`src/rtl/b32e_pkg.sv`:
```
// Shared types, constants and the digit-to-character function for the base32 encoder.
package b32e_pkg;

   localparam int unsigned BYTE_W      = 8;
   localparam int unsigned SYMBOL_W    = 7;
   localparam int unsigned DIGIT_W     = 5;
   localparam int unsigned GROUP_W     = 40;
   localparam int unsigned PENDING_W   = 32;
   localparam int unsigned COUNT_W     = 3;
   localparam int unsigned NCHARS_W    = 4;
   localparam int unsigned CHAR_IDX_W  = 3;
   localparam int unsigned QUEUE_DEPTH = 2;

   localparam logic [DIGIT_W-1:0]    DIGIT_LETTERS = 5'd26;
   localparam logic [SYMBOL_W-1:0]   CHAR_A        = 7'h41;
   localparam logic [SYMBOL_W-1:0]   CHAR_TWO      = 7'h32;
   localparam logic [SYMBOL_W-1:0]   PAD_CHAR      = 7'h3D;
   localparam logic [CHAR_IDX_W-1:0] LAST_CHAR     = 3'd7;

   // One closed group handed from the front to the back.
   typedef struct packed {
      logic [GROUP_W-1:0]  group;
      logic [NCHARS_W-1:0] nchars;
      logic                fin;
   } b32e_group_type;

   // Fill status of the group queue.
   typedef struct packed {
      logic full;
      logic empty;
   } b32e_queue_stat_type;

   // Maps a 5-bit digit onto A-Z then 2-7.
   function automatic logic [SYMBOL_W-1:0] digit_char(input logic [DIGIT_W-1:0] d);
      logic [SYMBOL_W-1:0] r;
      if (d < DIGIT_LETTERS) begin
         r = CHAR_A + {2'b00, d};
      end else begin
         r = CHAR_TWO + {2'b00, d - DIGIT_LETTERS};
      end
      return r;
   endfunction

endpackage

```
`src/rtl/b32e_chan_if.sv`:
```
// Valid/ready channel interfaces for the encoder's byte input and character output.
interface b32e_req_if import b32e_pkg::*; ();
   logic                valid;
   logic                ready;
   logic [BYTE_W-1:0]   data_byte;
   logic                final_byte;

   modport source (output valid, output data_byte, output final_byte, input ready);
   modport sink (input valid, input data_byte, input final_byte, output ready);
endinterface

interface b32e_rsp_if import b32e_pkg::*; ();
   logic                valid;
   logic                ready;
   logic [SYMBOL_W-1:0] symbol;
   logic                group_end;
   logic                message_end;

   modport source (output valid, output symbol, output group_end, output message_end,
                   input ready);
   modport sink (input valid, input symbol, input group_end, input message_end,
                 output ready);
endinterface

```
`src/rtl/b32e_front.sv`:
```
// Front end: accepts bytes, gathers them into groups and closes a group into the queue.
module b32e_front import b32e_pkg::*; (
   input  logic           clock,
   input  logic           reset,
   b32e_req_if.sink       req_chan,
   input  logic           q_full,
   output logic           q_push,
   output b32e_group_type q_entry
);

   logic [PENDING_W-1:0] pending_ff, pending_in;
   logic [COUNT_W-1:0]   count_ff, count_in;
   logic [COUNT_W-1:0]   total;
   logic                 accept;
   logic                 close;

   assign req_chan.ready = !q_full;
   assign accept         = req_chan.valid && req_chan.ready;

   // Count this byte in and decide whether the group closes.
   always_comb begin
      total   = count_ff + 3'd1;
      close   = (total == 3'd5) || req_chan.final_byte;
      q_push  = accept && close;

      // Left-align the held bytes and this byte; zero bits pad the tail.
      q_entry.fin = req_chan.final_byte;
      case (total)
         3'd1: begin
            q_entry.group  = {req_chan.data_byte, 32'd0};
            q_entry.nchars = 4'd2;
         end
         3'd2: begin
            q_entry.group  = {pending_ff[7:0], req_chan.data_byte, 24'd0};
            q_entry.nchars = 4'd4;
         end
         3'd3: begin
            q_entry.group  = {pending_ff[15:0], req_chan.data_byte, 16'd0};
            q_entry.nchars = 4'd5;
         end
         3'd4: begin
            q_entry.group  = {pending_ff[23:0], req_chan.data_byte, 8'd0};
            q_entry.nchars = 4'd7;
         end
         default: begin
            q_entry.group  = {pending_ff, req_chan.data_byte};
            q_entry.nchars = 4'd8;
         end
      endcase

      pending_in = pending_ff;
      count_in   = count_ff;
      if (accept) begin
         if (close) begin
            pending_in = '0;
            count_in   = '0;
         end else begin
            pending_in = {pending_ff[PENDING_W-BYTE_W-1:0], req_chan.data_byte};
            count_in   = total;
         end
      end
   end

   always_ff @(posedge clock) begin
      if (reset) begin
         pending_ff <= '0;
         count_ff   <= '0;
      end else begin
         pending_ff <= pending_in;
         count_ff   <= count_in;
      end
   end

endmodule

```
`src/rtl/b32e_queue.sv`:
```
// Short queue of closed groups between the front and the back.
module b32e_queue import b32e_pkg::*; #(
   parameter int unsigned DEPTH = QUEUE_DEPTH
) (
   input  logic                clock,
   input  logic                reset,
   input  logic                push,
   input  b32e_group_type      push_entry,
   input  logic                pop,
   output b32e_group_type      pop_entry,
   output b32e_queue_stat_type stat
);

   localparam int unsigned PTR_W = (DEPTH > 1) ? $clog2(DEPTH) : 1;
   localparam int unsigned CNT_W = $clog2(DEPTH + 1);
   localparam logic [PTR_W-1:0] LAST_PTR  = PTR_W'(DEPTH - 1);
   localparam logic [CNT_W-1:0] FULL_CNT  = CNT_W'(DEPTH);

   b32e_group_type   mem_ff [DEPTH];
   logic [PTR_W-1:0] wr_ptr_ff, wr_ptr_in;
   logic [PTR_W-1:0] rd_ptr_ff, rd_ptr_in;
   logic [CNT_W-1:0] count_ff, count_in;

   assign stat.full  = (count_ff == FULL_CNT);
   assign stat.empty = (count_ff == '0);
   assign pop_entry  = mem_ff[rd_ptr_ff];

   // Pointer and fill count update.
   always_comb begin
      wr_ptr_in = wr_ptr_ff;
      rd_ptr_in = rd_ptr_ff;
      count_in  = count_ff;
      if (push) begin
         wr_ptr_in = (wr_ptr_ff == LAST_PTR) ? '0 : wr_ptr_ff + 1'b1;
      end
      if (pop) begin
         rd_ptr_in = (rd_ptr_ff == LAST_PTR) ? '0 : rd_ptr_ff + 1'b1;
      end
      if (push && !pop) begin
         count_in = count_ff + 1'b1;
      end else if (pop && !push) begin
         count_in = count_ff - 1'b1;
      end
   end

   always_ff @(posedge clock) begin
      if (reset) begin
         wr_ptr_ff <= '0;
         rd_ptr_ff <= '0;
         count_ff  <= '0;
      end else begin
         wr_ptr_ff <= wr_ptr_in;
         rd_ptr_ff <= rd_ptr_in;
         count_ff  <= count_in;
      end
   end

   // Entry storage.
   always_ff @(posedge clock) begin
      if (push) begin
         mem_ff[wr_ptr_ff] <= push_entry;
      end
   end

endmodule

```
`src/rtl/b32e_back.sv`:
```
// Back end: turns one queued group into eight characters through an output register.
module b32e_back import b32e_pkg::*; (
   input  logic           clock,
   input  logic           reset,
   input  logic           q_valid,
   input  b32e_group_type q_entry,
   output logic           q_pop,
   b32e_rsp_if.source     rsp_chan
);

   logic                  busy_ff, busy_in;
   logic [GROUP_W-1:0]    group_ff, group_in;
   logic [NCHARS_W-1:0]   nchars_ff, nchars_in;
   logic                  fin_ff, fin_in;
   logic [CHAR_IDX_W-1:0] idx_ff, idx_in;
   logic                  valid_ff, valid_in;
   logic [SYMBOL_W-1:0]   symbol_ff, symbol_in;
   logic                  group_end_ff, group_end_in;
   logic                  message_end_ff, message_end_in;
   logic                  advance;
   logic                  last;

   assign rsp_chan.valid       = valid_ff;
   assign rsp_chan.symbol      = symbol_ff;
   assign rsp_chan.group_end   = group_end_ff;
   assign rsp_chan.message_end = message_end_ff;

   // One character leaves per cycle whenever a group is held and the output register is free.
   always_comb begin
      advance = busy_ff && (!valid_ff || rsp_chan.ready);
      last    = (idx_ff == LAST_CHAR);
      q_pop   = q_valid && (!busy_ff || (advance && last));

      valid_in       = valid_ff;
      symbol_in      = symbol_ff;
      group_end_in   = group_end_ff;
      message_end_in = message_end_ff;
      if (advance) begin
         valid_in = 1'b1;
         if ({1'b0, idx_ff} < nchars_ff) begin
            symbol_in = digit_char(group_ff[GROUP_W-1 -: DIGIT_W]);
         end else begin
            symbol_in = PAD_CHAR;
         end
         group_end_in   = last;
         message_end_in = last && fin_ff;
      end else if (rsp_chan.ready) begin
         valid_in = 1'b0;
      end

      busy_in   = busy_ff;
      group_in  = group_ff;
      nchars_in = nchars_ff;
      fin_in    = fin_ff;
      idx_in    = advance ? idx_ff + 1'b1 : idx_ff;
      if (advance) begin
         group_in = {group_ff[GROUP_W-DIGIT_W-1:0], {DIGIT_W{1'b0}}};
         if (last) begin
            busy_in = 1'b0;
         end
      end
      if (q_pop) begin
         busy_in   = 1'b1;
         group_in  = q_entry.group;
         nchars_in = q_entry.nchars;
         fin_in    = q_entry.fin;
      end
   end

   always_ff @(posedge clock) begin
      if (reset) begin
         busy_ff  <= 1'b0;
         idx_ff   <= '0;
         valid_ff <= 1'b0;
      end else begin
         busy_ff  <= busy_in;
         idx_ff   <= idx_in;
         valid_ff <= valid_in;
      end
      group_ff       <= group_in;
      nchars_ff      <= nchars_in;
      fin_ff         <= fin_in;
      symbol_ff      <= symbol_in;
      group_end_ff   <= group_end_in;
      message_end_ff <= message_end_in;
   end

endmodule

```
`src/rtl/base32_stream_encoder_unit.sv`:
```
// Streaming base32 encoder: one byte in per item, one ASCII character out per item.
// The byte that closes a group passes through the group queue and the back end's group
// register before its first character reaches the output register; the eight characters
// then follow one per cycle while the sink is ready. Bytes are accepted while the group
// queue is not full.
// Reset is synchronous: it empties the byte gatherer, the group queue and the output.
module base32_stream_encoder_unit import b32e_pkg::*; #(
   parameter int unsigned QUEUE_DEPTH_P = QUEUE_DEPTH
) (
   input  logic       clock,
   input  logic       reset,
   b32e_req_if.sink   req_chan,
   b32e_rsp_if.source rsp_chan
);

   logic                q_push;
   logic                q_pop;
   b32e_group_type      q_in_entry;
   b32e_group_type      q_out_entry;
   b32e_queue_stat_type q_stat;

   // Byte gathering and group closing.
   b32e_front u_front (
      .clock    (clock),
      .reset    (reset),
      .req_chan (req_chan),
      .q_full   (q_stat.full),
      .q_push   (q_push),
      .q_entry  (q_in_entry)
   );

   // Group queue.
   b32e_queue #(
      .DEPTH (QUEUE_DEPTH_P)
   ) u_queue (
      .clock      (clock),
      .reset      (reset),
      .push       (q_push),
      .push_entry (q_in_entry),
      .pop        (q_pop),
      .pop_entry  (q_out_entry),
      .stat       (q_stat)
   );

   // Character generation.
   b32e_back u_back (
      .clock    (clock),
      .reset    (reset),
      .q_valid  (!q_stat.empty),
      .q_entry  (q_out_entry),
      .q_pop    (q_pop),
      .rsp_chan (rsp_chan)
   );

   // The message end mark only ever falls on the last character of a group.
   assert property (@(posedge clock) disable iff (reset)
      rsp_chan.valid && rsp_chan.message_end |-> rsp_chan.group_end)
      else $error("message end without group end");

   // The queue is never written while full.
   assert property (@(posedge clock) disable iff (reset)
      q_push |-> !q_stat.full)
      else $error("group queue overflow");

   // The queue is never read while empty.
   assert property (@(posedge clock) disable iff (reset)
      q_pop |-> !q_stat.empty)
      else $error("group queue underflow");

   // No character is offered right after reset.
   assert property (@(posedge clock)
      $past(reset) |-> !rsp_chan.valid)
      else $error("output valid after reset");

endmodule
```
`src/flat_wrapper.sv`:
```
// flat-port wrapper written by rule: the top's interface ports become plain ports
module base32_stream_encoder_unit_flat import b32e_pkg::*;
#(
   parameter int unsigned QUEUE_DEPTH_P = QUEUE_DEPTH
)
  (clock, reset, req_chan_valid, req_chan_data_byte, req_chan_final_byte, req_chan_ready, rsp_chan_valid, rsp_chan_symbol, rsp_chan_group_end, rsp_chan_message_end, rsp_chan_ready);
  b32e_req_if req_chan_i ();
  b32e_rsp_if rsp_chan_i ();
  input  logic clock;
  input  logic reset;
  input wire logic [$bits(req_chan_i.valid)-1:0] req_chan_valid;
  input wire logic [$bits(req_chan_i.data_byte)-1:0] req_chan_data_byte;
  input wire logic [$bits(req_chan_i.final_byte)-1:0] req_chan_final_byte;
  output wire logic [$bits(req_chan_i.ready)-1:0] req_chan_ready;
  output wire logic [$bits(rsp_chan_i.valid)-1:0] rsp_chan_valid;
  output wire logic [$bits(rsp_chan_i.symbol)-1:0] rsp_chan_symbol;
  output wire logic [$bits(rsp_chan_i.group_end)-1:0] rsp_chan_group_end;
  output wire logic [$bits(rsp_chan_i.message_end)-1:0] rsp_chan_message_end;
  input wire logic [$bits(rsp_chan_i.ready)-1:0] rsp_chan_ready;
  assign req_chan_i.valid = req_chan_valid;
  assign req_chan_i.data_byte = req_chan_data_byte;
  assign req_chan_i.final_byte = req_chan_final_byte;
  assign req_chan_ready = req_chan_i.ready;
  assign rsp_chan_valid = rsp_chan_i.valid;
  assign rsp_chan_symbol = rsp_chan_i.symbol;
  assign rsp_chan_group_end = rsp_chan_i.group_end;
  assign rsp_chan_message_end = rsp_chan_i.message_end;
  assign rsp_chan_i.ready = rsp_chan_ready;
  base32_stream_encoder_unit #(.QUEUE_DEPTH_P(QUEUE_DEPTH_P)) u_core (.clock(clock), .reset(reset), .req_chan(req_chan_i), .rsp_chan(rsp_chan_i));
endmodule
```
`config.mk`:
```
export PLATFORM = sky130hd
export DESIGN_NAME = base32_stream_encoder_unit_flat
export DESIGN_NICKNAME = d
export VERILOG_FILES = /design/src/rtl/b32e_pkg.sv /design/src/rtl/b32e_chan_if.sv /design/src/rtl/b32e_front.sv /design/src/rtl/b32e_queue.sv /design/src/rtl/b32e_back.sv /design/src/rtl/base32_stream_encoder_unit.sv /design/src/flat_wrapper.sv
export SDC_FILE = /design/constraint.sdc
export NUM_CORES = 1
export LEC_CHECK = 0
export BUFFER_PORTS_ARGS = -buffer_cell sky130_fd_sc_hd__buf_4
export CAP_MARGIN = 0
export CORE_AREA = 4 4 168 170
export DETAILED_ROUTE_END_ITERATION = 8
export DIE_AREA = 0 0 172 174
export GPL_ROUTABILITY_DRIVEN = 0
export PLACE_DENSITY = 0.52
export SETUP_SLACK_MARGIN = 0.02
export SYNTH_ARGS = -nofsm -noshare
export SYNTH_HDL_FRONTEND = slang
export SYNTH_SLANG_ARGS = --single-unit
```
`constraint.sdc`:
```
create_clock -name clock -period 8.8 [get_ports clock]
set_input_delay 0.44 -clock clock [delete_from_list [all_inputs] [get_ports clock]]
set_output_delay 0.44 -clock clock [all_outputs]
set_load 0.005 [all_outputs]
```
==> results.yml, run 1 <==
yosys:
  async_reset_ff_frac: 0
  synth.area.top_cells: "edfxtp_1 54%, dfxtp_1 11%, mux2_2 11%, a22o_1 4.5%, ha_1 2.2%"
  syn_nets: 566
  ys_seq_elements: 189
  synth_area_sq_um: 7969
  synth_top_cell_by_area: "edfxtp_1"
  ys_types: 41
  synth_edf_count: 144
  synthTopCellsByCount: "144 x edfxtp_1, 78 x mux2_2, 45 x dfxtp_1"
  netlist_instances: 539
  yosysMostFrequentCell: "edfxtp_1"
  netlist.area_leader.share: 0.5426
  ys_seq_area_frac: 0.6557
  avgSynthCellArea_sq_um: 14.78
  synthFlopType: "edfxtp_1"
  yosys_warnings: 0
grt:
  grt_max_degree: 46
  first_global_vias: 4451
  track_usage: 0.1138
  grt_pass1_wl_um: 25960
  antenna_found_initial: 0
  gr-total-overflow: 0
cells_and_area:
  seqCellArea_sq_um: 5226
  fin_nets: 583
  syn2layout_area_growth_pct: 13.79
  fillers: 2616
  drive_above_1_share: 0.2777
  num_antenna_cells: 0
  multi_input_area_sq_um: 2549
  layout.cells.non_filler: 910
  final_util: 0.3393
min_path:
  hold_path.class: "input pin to flip-flop"
clock_network:
  cts_root_buf: "clkbuf_16"
  path_clk_slew_ns: 0.07
  ctsHoldBuffers: 0
  numCtsBuffers: 17
  clk-insertion-delay-late_ns: 0.43
  h-tree-depth: 4
  clock-sinks: 189
  post-cts-setup-buffers: 0
  cts.path.max_buffers: 2
  post_cts_resized: 0
  cts_tree: "done"
sta:
  timing.final.hold_violations: 0
  fin_crit_sh: 0.3531
  max_freq_mhz: 321.8
  rsz0062_at_grt: "no"
  worst_slack_ns: 5.693
  setup_viol: 0
  fin_tns_setup_ns: 0
  period_minus_slack_ns: 3.107
  max-slew-margin-rel: 0.2459
  worst_pin_slew_ns: 1.131
  skew_ns: 0.009155
  drv_slew: 0
power_and_ir_drop:
  sw_frac_of_total: 0.2847
  total_power_w: 0.002691
  combPwrFrac: 0.229
  p_leak_nw: 3.304
  p_switching_w: 0.0007662
  p_per_area_nw_per_um2: 296.8
  irDropWorstVdd_uv: 128.3
  power_frac_seq: 0.495
  pwr-share-clk: 0.277
  p_int_w: 0.001925
setup_path:
  startpoint_type: "flip-flop"
  required_ns: 8.85
  reg2reg_depth: 5
  cp-end-kind: "flip-flop"
  crit_path_start: "u_core.u_front.count_ff[0]"
  crit_type: "flip-flop to flip-flop"
  r2r-start: "u_core.u_front.count_ff[0]"
  worstSetupEndpoint: "u_core.u_queue.mem_ff[1][11]"
  rrSetupSlack_ns: 5.69
  critical_path_arrival_ns: 3.16
  worstPathMaxFanout: 45
  rr_endpoint: "u_core.u_queue.mem_ff[1][11]"
floorplan:
  initial_utilization: 0.2982
  core-area_sq_um: 26730
  ios: 24
  dieWidth_um: 172
  die_area_sq_um: 29930
  rows: 60
  die_h_um: 174
route:
  first_pass_iters: 6
  wirelength_um: 16640
  vias_per_cell: 4.920
  ant_nets: 0
  drtIter0Drc: 376
  routed-via-count: 4477
  wl_per_cell_um: 18.28
  drc_errors: 0
place:
  io_buffers: 23
  dp.cells: 878
  hpwlAfterDp_um: 10810
  place_ws_ns: 5.609
status:
  status: "completed"
flow_run:
  maxCapViolations: 0
## cells by family after synthesis
family | after synthesis | synth area share
buffers and inverters | 51 | 0.02700
flip-flops | 189 | 0.6557
adder cells (fa/ha/maj) | 14 | 0.02198
AND/OR/NAND/NOR | 87 | 0.05024
XOR/XNOR | 9 | 0.01083
multiplexers | 85 | 0.1190
AO/OA/AOI/OAI | 104 | 0.1152
## placed cells by master (no fill, tap or decap), types with 2 or more instances in the layout
| master | instances |
|---|---|
| edfxtp_1 | 144 |
| mux2_2 | 78 |
| dfxtp_1 | 44 |
| a22o_1 | 41 |
| nor2_1 | 37 |
| buf_4 | 28 |
| nand2_1 | 21 |
| inv_1 | 20 |
| clkbuf_16 | 17 |
| a222oi_1 | 16 |
| ha_1 | 14 |
| and2_1 | 11 |
| o21ai_0 | 8 |
| o221a_2 | 8 |
| a221o_1 | 8 |
| a22oi_1 | 8 |
| mux2i_1 | 7 |
| inv_6 | 7 |
| a21oi_1 | 6 |
| xor2_1 | 5 |
| xnor2_1 | 3 |
| or3_1 | 3 |
| clkinv_4 | 3 |
| clkinvlp_4 | 3 |
| nor2b_1 | 2 |
| nand2b_1 | 2 |
| or2_2 | 2 |
| and3_1 | 2 |
| a31oi_1 | 2 |
## registers in the layout, indices dropped and copies added, names as in the netlist, named ones only
signal,cells
u_core.u_back.busy_ff,1
u_core.u_back.fin_ff,1
u_core.u_back.group_ff,40
u_core.u_back.idx_ff,3
u_core.u_back.nchars_ff,4
u_core.u_back.rsp_chan.group_end,1
u_core.u_back.rsp_chan.message_end,1
u_core.u_back.rsp_chan.symbol,7
u_core.u_back.rsp_chan.valid,1
u_core.u_front.count_ff,3
u_core.u_front.pending_ff,32
u_core.u_queue.count_ff,2
u_core.u_queue.mem_ff,90
u_core.u_queue.rd_ptr_ff,1
u_core.u_queue.wr_ptr_ff,1
## power by group through the flow
stage	sequential (W)	clock (W)	combinational [W]
global route	0.00135	0.000799	0.000687
finish	0.00133	0.000744	0.000616
detailed placement	0.00136	0	0.000621
global placement	0.00135	0	0.000607
floorplan	0.00131	0	0.000469
CTS	0.00134	0.000766	0.000625
## cell type report
class | instances | share of cell area
multi-input cells | 299 | 0.2811
repair buffers | 28 | 0.02318
flip-flops and latches | 189 | 0.5764
well taps | 341 | 0.04705
inverters | 21 | 0.008693
clock buffers | 17 | 0.04692
clock inverters | 15 | 0.01670
## layer usage
layer  vias up  GRT usage  routed length (um)
met4         0    0.04749                 301
met3        20    0.02615                 822
met2       118     0.1632                7469
met1      2213     0.1652                8042
li1       2126          -                   -
met5         -          0                   0
## critical path, stage by stage, from the launching register on
cell,delay (ns)
dfxtp_1,0.41
ha_1,0.29
xor2_2,0.61
o2111ai_1,0.34
inv_1,0.16
and2_2,0.88
## stage by stage
stage / hold slack [ns] / area [sq um]
final: 0.2497 / 9067
after global routing: 0.2302 / 9067
after CTS: 0.2231 / 9067
after detailed placement: 0.4593 / 8491
after global placement: 0.4576 / 8491
after floorplan: 0.4434 / 7969
## how the worst min path moves through the flow
stage                                        from                             to  slack, ns  cells past startpoint
detailed placement  u_core.u_front.pending_ff[30]  u_core.u_front.pending_ff[30]       0.46                      1
global placement    u_core.u_front.pending_ff[31]  u_core.u_front.pending_ff[31]       0.46                      1
CTS                           req_chan_final_byte    u_core.u_queue.mem_ff[0][0]       0.22                      1
global route                  req_chan_final_byte    u_core.u_queue.mem_ff[0][0]       0.23                      1
finish                        req_chan_final_byte    u_core.u_queue.mem_ff[0][0]       0.25                      1
floorplan           u_core.u_front.pending_ff[24]  u_core.u_front.pending_ff[24]       0.44                      1
Power figures use the tool's default switching activity.
==> run 2: changes to the inputs <==
--- a/config.mk
+++ b/config.mk
@@ -5,11 +5,12 @@
 export SDC_FILE = /design/constraint.sdc
 export NUM_CORES = 1
 export LEC_CHECK = 0
+export ABC_AREA = 1
 export BUFFER_PORTS_ARGS = -buffer_cell sky130_fd_sc_hd__buf_4
 export CAP_MARGIN = 0
-export CORE_AREA = 4 4 168 170
+export CORE_AREA = 4 4 174 176
 export DETAILED_ROUTE_END_ITERATION = 8
-export DIE_AREA = 0 0 172 174
+export DIE_AREA = 0 0 178 180
 export GPL_ROUTABILITY_DRIVEN = 0
 export PLACE_DENSITY = 0.52
 export SETUP_SLACK_MARGIN = 0.02
==> constraint.sdc (replaced) <==
create_clock -name clock -period 2.9 [get_ports clock]
set_input_delay 0.145 -clock clock [delete_from_list [all_inputs] [get_ports clock]]
set_output_delay 0.145 -clock clock [all_outputs]
set_load 0.005 [all_outputs]
==> results.yml, run 2 <==
status:
  status: "completed"
clock_network:
  path_clk_slew_ns: 0.07
  cts_tree: "done"
  h-tree-depth: 4
  clock-sinks: 189
  post_cts_resized: 0
  cts_root_buf: "clkbuf_16"
  clk-insertion-delay-late_ns: 0.43
  numCtsBuffers: 17
  cts.path.max_buffers: 2
route:
  ant_nets: 0
  wl_per_cell_um: 14.93
  routed-via-count: 5632
  drtIter0Drc: 540
  vias_per_cell: 4.542
  wirelength_um: 18520
  first_pass_iters: 5
  drc_errors: 0
yosys:
  ys_types: 30
  synthFlopType: "edfxtp_1"
  synthTopCellsByCount: "197 x nand2_1, 144 x edfxtp_1, 86 x o21ai_0"
  synth_edf_count: 144
  synth_area_sq_um: 8484
  synth.area.top_cells: "edfxtp_1 51%, dfxtp_1 11%, nand2_1 8.7%, o21ai_0 5.1%, mux2i_1 4.1%"
  async_reset_ff_frac: 0
  syn_nets: 856
  synth_top_cell_by_area: "edfxtp_1"
  yosysMostFrequentCell: "nand2_1"
  ys_seq_elements: 189
  avgSynthCellArea_sq_um: 10.23
  ys_seq_area_frac: 0.6158
  netlist.area_leader.share: 0.5097
  yosys_warnings: 0
  netlist_instances: 829
sta:
  skew_ns: 0.01258
  fin_crit_sh: 0.8288
  max_freq_mhz: 416.1
  worst_pin_slew_ns: 0.8533
  period_minus_slack_ns: 2.404
  setup_viol: 0
  worst_slack_ns: 0.4964
  rsz0062_at_grt: "no"
  fin_tns_setup_ns: 0
  timing.final.hold_violations: 0
  max-slew-margin-rel: 0.4311
  drv_slew: 0
cells_and_area:
  num_antenna_cells: 0
  regMostFlops: "u_core.u_queue.mem_ff"
  syn2layout_area_growth_pct: 13.32
  top_regs: "u_core.u_queue.mem_ff x90, u_core.u_back.group_ff x40, u_core.u_front.pending_ff x32"
  layout_commonest_cell: "nand2_1"
  drive_above_1_share: 0.1016
  layout.cells.non_filler: 1240
  layout_common_cells: "196 x nand2_1, 144 x edfxtp_1, 86 x o21ai_0"
  fin_nets: 870
  largest_reg_flops: 90
  finalInstanceArea_sq_um: 9614
  fillers: 2915
power_and_ir_drop:
  p_int_w: 0.006112
  pwr-share-clk: 0.237
  power_frac_seq: 0.470
  p_switching_w: 0.003215
  irDropWorstVdd_uv: 300.4
  sw_frac_of_total: 0.3447
  p_per_area_nw_per_um2: 970.2
  total_power_w: 0.009328
  combPwrFrac: 0.293
  p_leak_nw: 3.820
grt:
  antenna_found_initial: 0
  grt_pass1_wl_um: 29390
  track_usage: 0.1180
  first_global_vias: 5300
  grt_max_degree: 61
  gr-total-overflow: 0
floorplan:
  initial_utilization: 0.2964
  die_area_sq_um: 32040
  core-area_sq_um: 28630
  ios: 24
  dieWidth_um: 178
  rows: 62
  die_h_um: 180
place:
  hpwlAfterDp_um: 12280
  dp.cells: 1205
  io_buffers: 23
  place_ws_ns: 0.5235
  placed_area_sq_um: 9034
setup_path:
  crit_type: "flip-flop to flip-flop"
  startpoint_type: "flip-flop"
  cp-end-kind: "flip-flop"
  critical_path_arrival_ns: 2.68
  worstPathMaxFanout: 37
  required_ns: 3.18
flow_run:
  maxCapViolations: 0
min_path:
  hold_path.class: "input pin to flip-flop"
## run 2: changes by cell type after synthesis, sizes merged, moves of 12 or more
| cell | previous run | this run |
|---|---|---|
| nand2 | 21 | 206 |
| o21ai | 8 | 87 |
| mux2 | 78 | 0 |
| nand4 | 0 | 48 |
| nor2 | 38 | 82 |
| a22o | 41 | 0 |
| inv | 21 | 62 |
| nand3 | 0 | 41 |
| mux2i | 7 | 35 |
| buf | 9 | 31 |
| a222oi | 16 | 0 |
| and2 | 12 | 0 |
## run 2: power by group through the flow
stage / clock [W] / sequential (W) / combinational, W
2_1_floorplan: 0 / 0.00432 / 0.00201
3_3_place_gp: 0 / 0.00442 / 0.00275
3_5_place_dp: 0 / 0.00444 / 0.00279
4_1_cts: 0.00226 / 0.00439 / 0.00280
5_1_grt: 0.00239 / 0.00445 / 0.00317
6_report: 0.00221 / 0.00438 / 0.00274
## run 2: worst paths after layout
check,slack [ns],to,startpoint,cells after the start
worst max-delay path,0.50,u_core.u_queue.mem_ff[0][7],u_core.u_front.count_ff[0],8
worst min-delay path,0.03,u_core.u_front.pending_ff[6],req_chan_data_byte[6],3
worst max register to register,0.50,u_core.u_queue.mem_ff[0][7],u_core.u_front.count_ff[0],8
worst min register to register,0.49,u_core.u_queue.rd_ptr_ff,u_core.u_queue.rd_ptr_ff,2
## run 2: through the flow
stage / utilization / hold WS [ns]
3_3_place_gp: 0.3156 / 0.3306
4_1_cts: 0.3359 / 0.01624
6_report: 0.3359 / 0.03475
5_1_grt: 0.3359 / 0.02709
2_1_floorplan: - / 0.2141
3_5_place_dp: 0.3156 / 0.3330
## run 2: critical path, stage by stage (launching register included)
cell	delay [ns]
dfxtp_1	0.42
ha_1	0.27
inv_2	0.09
nand2_8	0.16
nand2_4	0.24
o21ai_2	0.42
buf_4	0.31
nand3_4	0.14
nor2_1	0.18
## run 2: kinds of logic (layout without fill, tap and decap cells)
family | after synthesis | after routing | share of synthesized area
compound gates | 102 | 102 | 0.06091
xor+xnor | 3 | 3 | 0.003097
fa+ha+maj | 14 | 14 | 0.02065
buf+inv | 107 | 134 | 0.06061
flops | 189 | 189 | 0.6158
mux | 35 | 35 | 0.04129
simple gates | 379 | 379 | 0.1976
## run 2: repair_timing
action                                 in CTS  in global routing
setup endpoints to repair                   0                  0
setup buffers                               0                  0
hold buffers                                3                  0
endpoints found under the hold margin       4                  0
## run 2: area by class of cell
type                            instances  area, sq um  area share
Multi-Input combinational cell        533         2755      0.2866
Sequential cell                       189         5226      0.5436
Clock buffer                           19        432.9     0.04503
Inverter                               63        239.0     0.02486
Tap cell                              384        480.5     0.04997
Clock inverter                         13        117.6     0.01223
Timing Repair Buffer                   39        362.8     0.03774
## run 2: per-layer routing
layer,routed length [um],up-vias,share of wire,global-route usage
li1,-,2873,-,-
met1,9395,2618,0.51,0.1769
met2,8216,132,0.44,0.1722
met3,747,9,0.040,0.02626
met4,160,0,0.0086,0.03001
met5,0,-,0,0
==> run 3: changes to the inputs <==
==> constraint.sdc (replaced) <==
create_clock -name clock -period 2.4 [get_ports clock]
set_input_delay 0.12 -clock clock [delete_from_list [all_inputs] [get_ports clock]]
set_output_delay 0.12 -clock clock [all_outputs]
set_load 0.005 [all_outputs]
==> results.yml, run 3 (same netlist as run 2, synthesis figures left out) <==
setup_path:
  rrSetupSlack_ns: 0.27
  crit_type: "flip-flop to flip-flop"
  critical_path_arrival_ns: 2.49
  worstPathMaxFanout: 11
  rr_endpoint: "u_core.u_queue.count_ff[1]"
  r2r-start: "u_core.u_front.count_ff[0]"
  cp-end-kind: "flip-flop"
  required_ns: 2.77
  crit_path_start: "u_core.u_front.count_ff[0]"
  reg2reg_depth: 12
  startpoint_type: "flip-flop"
sta:
  worst_hold_slack_ns: 0.02413
  period_minus_slack_ns: 2.126
  fin_tns_setup_ns: 0
  skew_ns: 0.01187
  worst_pin_slew_ns: 0.5078
  drv_slew: 0
  rsz0062_at_grt: "no"
  timing.final.hold_violations: 0
  fin_crit_sh: 0.8860
  max-slew-margin-rel: 0.6615
  max_freq_mhz: 470.3
  setup_viol: 0
min_path:
  min_path_cells: 3
  hold_path.class: "input pin to flip-flop"
  whs_endpoint: "u_core.u_front.pending_ff[7]"
  hp-start: "req_chan_data_byte[7]"
floorplan:
  core-area_sq_um: 28630
  die_area_sq_um: 32040
  rows: 62
  initial_utilization: 0.2964
  die_h_um: 180
  dieWidth_um: 178
  ios: 24
power_and_ir_drop:
  p_per_area_nw_per_um2: 1187
  p_leak_nw: 3.889
  irDropWorstVdd_uv: 447.7
route:
  wl_met1_um: 9578
  dr_wl_met3_um: 692
  drc_errors: 0
  wl_per_cell_um: 14.64
  routed-via-count: 5558
  ant_nets: 0
  wl_met2_um: 7711
  drtIter0Drc: 599
  topRoutingLayerUsed: "met4"
  first_pass_iters: 6
  wirelength_um: 18240
  vias_per_cell: 4.461
cells_and_area:
  drive_above_1_share: 0.1056
  regMostFlops: "u_core.u_queue.mem_ff"
  layout.cells.non_filler: 1246
  num_antenna_cells: 0
  layout_common_cells: "196 x nand2_1, 144 x edfxtp_1, 86 x o21ai_0"
  syn2layout_area_growth_pct: 14.78
  largest_reg_flops: 90
  fin_nets: 876
  layout_commonest_cell: "nand2_1"
  top_regs: "u_core.u_queue.mem_ff x90, u_core.u_back.group_ff x40, u_core.u_front.pending_ff x32"
  final_util: 0.3402
flow_run:
  maxCapViolations: 0
clock_network:
  cts.path.max_buffers: 2
  cts_root_buf: "clkbuf_16"
  cts_tree: "done"
  numCtsBuffers: 17
  post_cts_resized: 0
  h-tree-depth: 4
  clk-insertion-delay-late_ns: 0.43
  clock-sinks: 189
  path_clk_slew_ns: 0.07
grt:
  gr-total-overflow: 0
  antenna_found_initial: 0
  grt_pass1_wl_um: 29970
  track_usage: 0.1198
  first_global_vias: 5323
  grt_max_degree: 61
status:
  status: "completed"
place:
  dp.cells: 1210
  io_buffers: 23
  hpwlAfterDp_um: 12630
## run 3: cell types whose count changed in the layout (fill, tap and decap cells not counted), sizes merged
cell and delta:
clkinvlp -2, dlygate4sd3 +1, inv +4, buf +5
clkbuf +5, clkinv -7
## run 3: worst max path at each step
stage                                    to  cells past startpoint
2_1_floorplan   u_core.u_queue.mem_ff[1][0]                      7
3_3_place_gp     u_core.u_queue.count_ff[1]                     12
3_5_place_dp   u_core.u_queue.mem_ff[1][34]                      7
4_1_cts          u_core.u_queue.count_ff[1]                     12
5_1_grt          u_core.u_queue.count_ff[1]                     12
6_report         u_core.u_queue.count_ff[1]                     12
## run 3: layer usage
layer,global-route usage,vias to the layer above
li1,-,2874
met1,0.1870,2568
met2,0.1648,101
met3,0.02374,15
met4,0.03806,0
met5,0,-
## run 3: critical path, cell delays in order, from the launching register on
cell     delay (ns)
dfxtp_1        0.43
inv_1          0.10
ha_1           0.36
nand3_1        0.17
nand2_1        0.10
nand2_2        0.13
inv_1          0.06
ha_1           0.29
a21oi_1        0.11
o21ai_0        0.12
nand2_1        0.07
nand2_1        0.04
nor2_1         0.09
## run 3: cell type report
| class | count | area (sq um) |
|---|---|---|
| flip-flops and latches | 189 | 5226 |
| well taps | 384 | 480.5 |
| inverters | 63 | 239.0 |
| multi-input cells | 533 | 2755 |
| clock inverters | 8 | 88.84 |
| repair buffers | 45 | 422.9 |
| clock buffers | 24 | 525.5 |
| fillers | 2861 | 18890 |
## run 3: per-stage QoR
step	setup slack, ns	cell area, sq um	total power (W)
global route	0.1116	9738	0.01243
CTS	0.2720	9738	0.01173
finish	0.2736	9738	0.01156
floorplan	0.03871	8492	0.007649
detailed placement	0.2877	9084	0.008819
global placement	0.3286	9084	0.008757
## run 3: repair_timing
action,4_1_cts,5_1_grt
endpoints found under the hold margin,5,0
setup endpoints to repair,0,0
setup buffers,0,0
hold buffers,4,0
## run 3: where the power goes
group | switching, W | internal, W
clock | 0.00122 | 0.00167
sequential | 0.000416 | 0.00486
combinational | 0.00225 | 0.00115
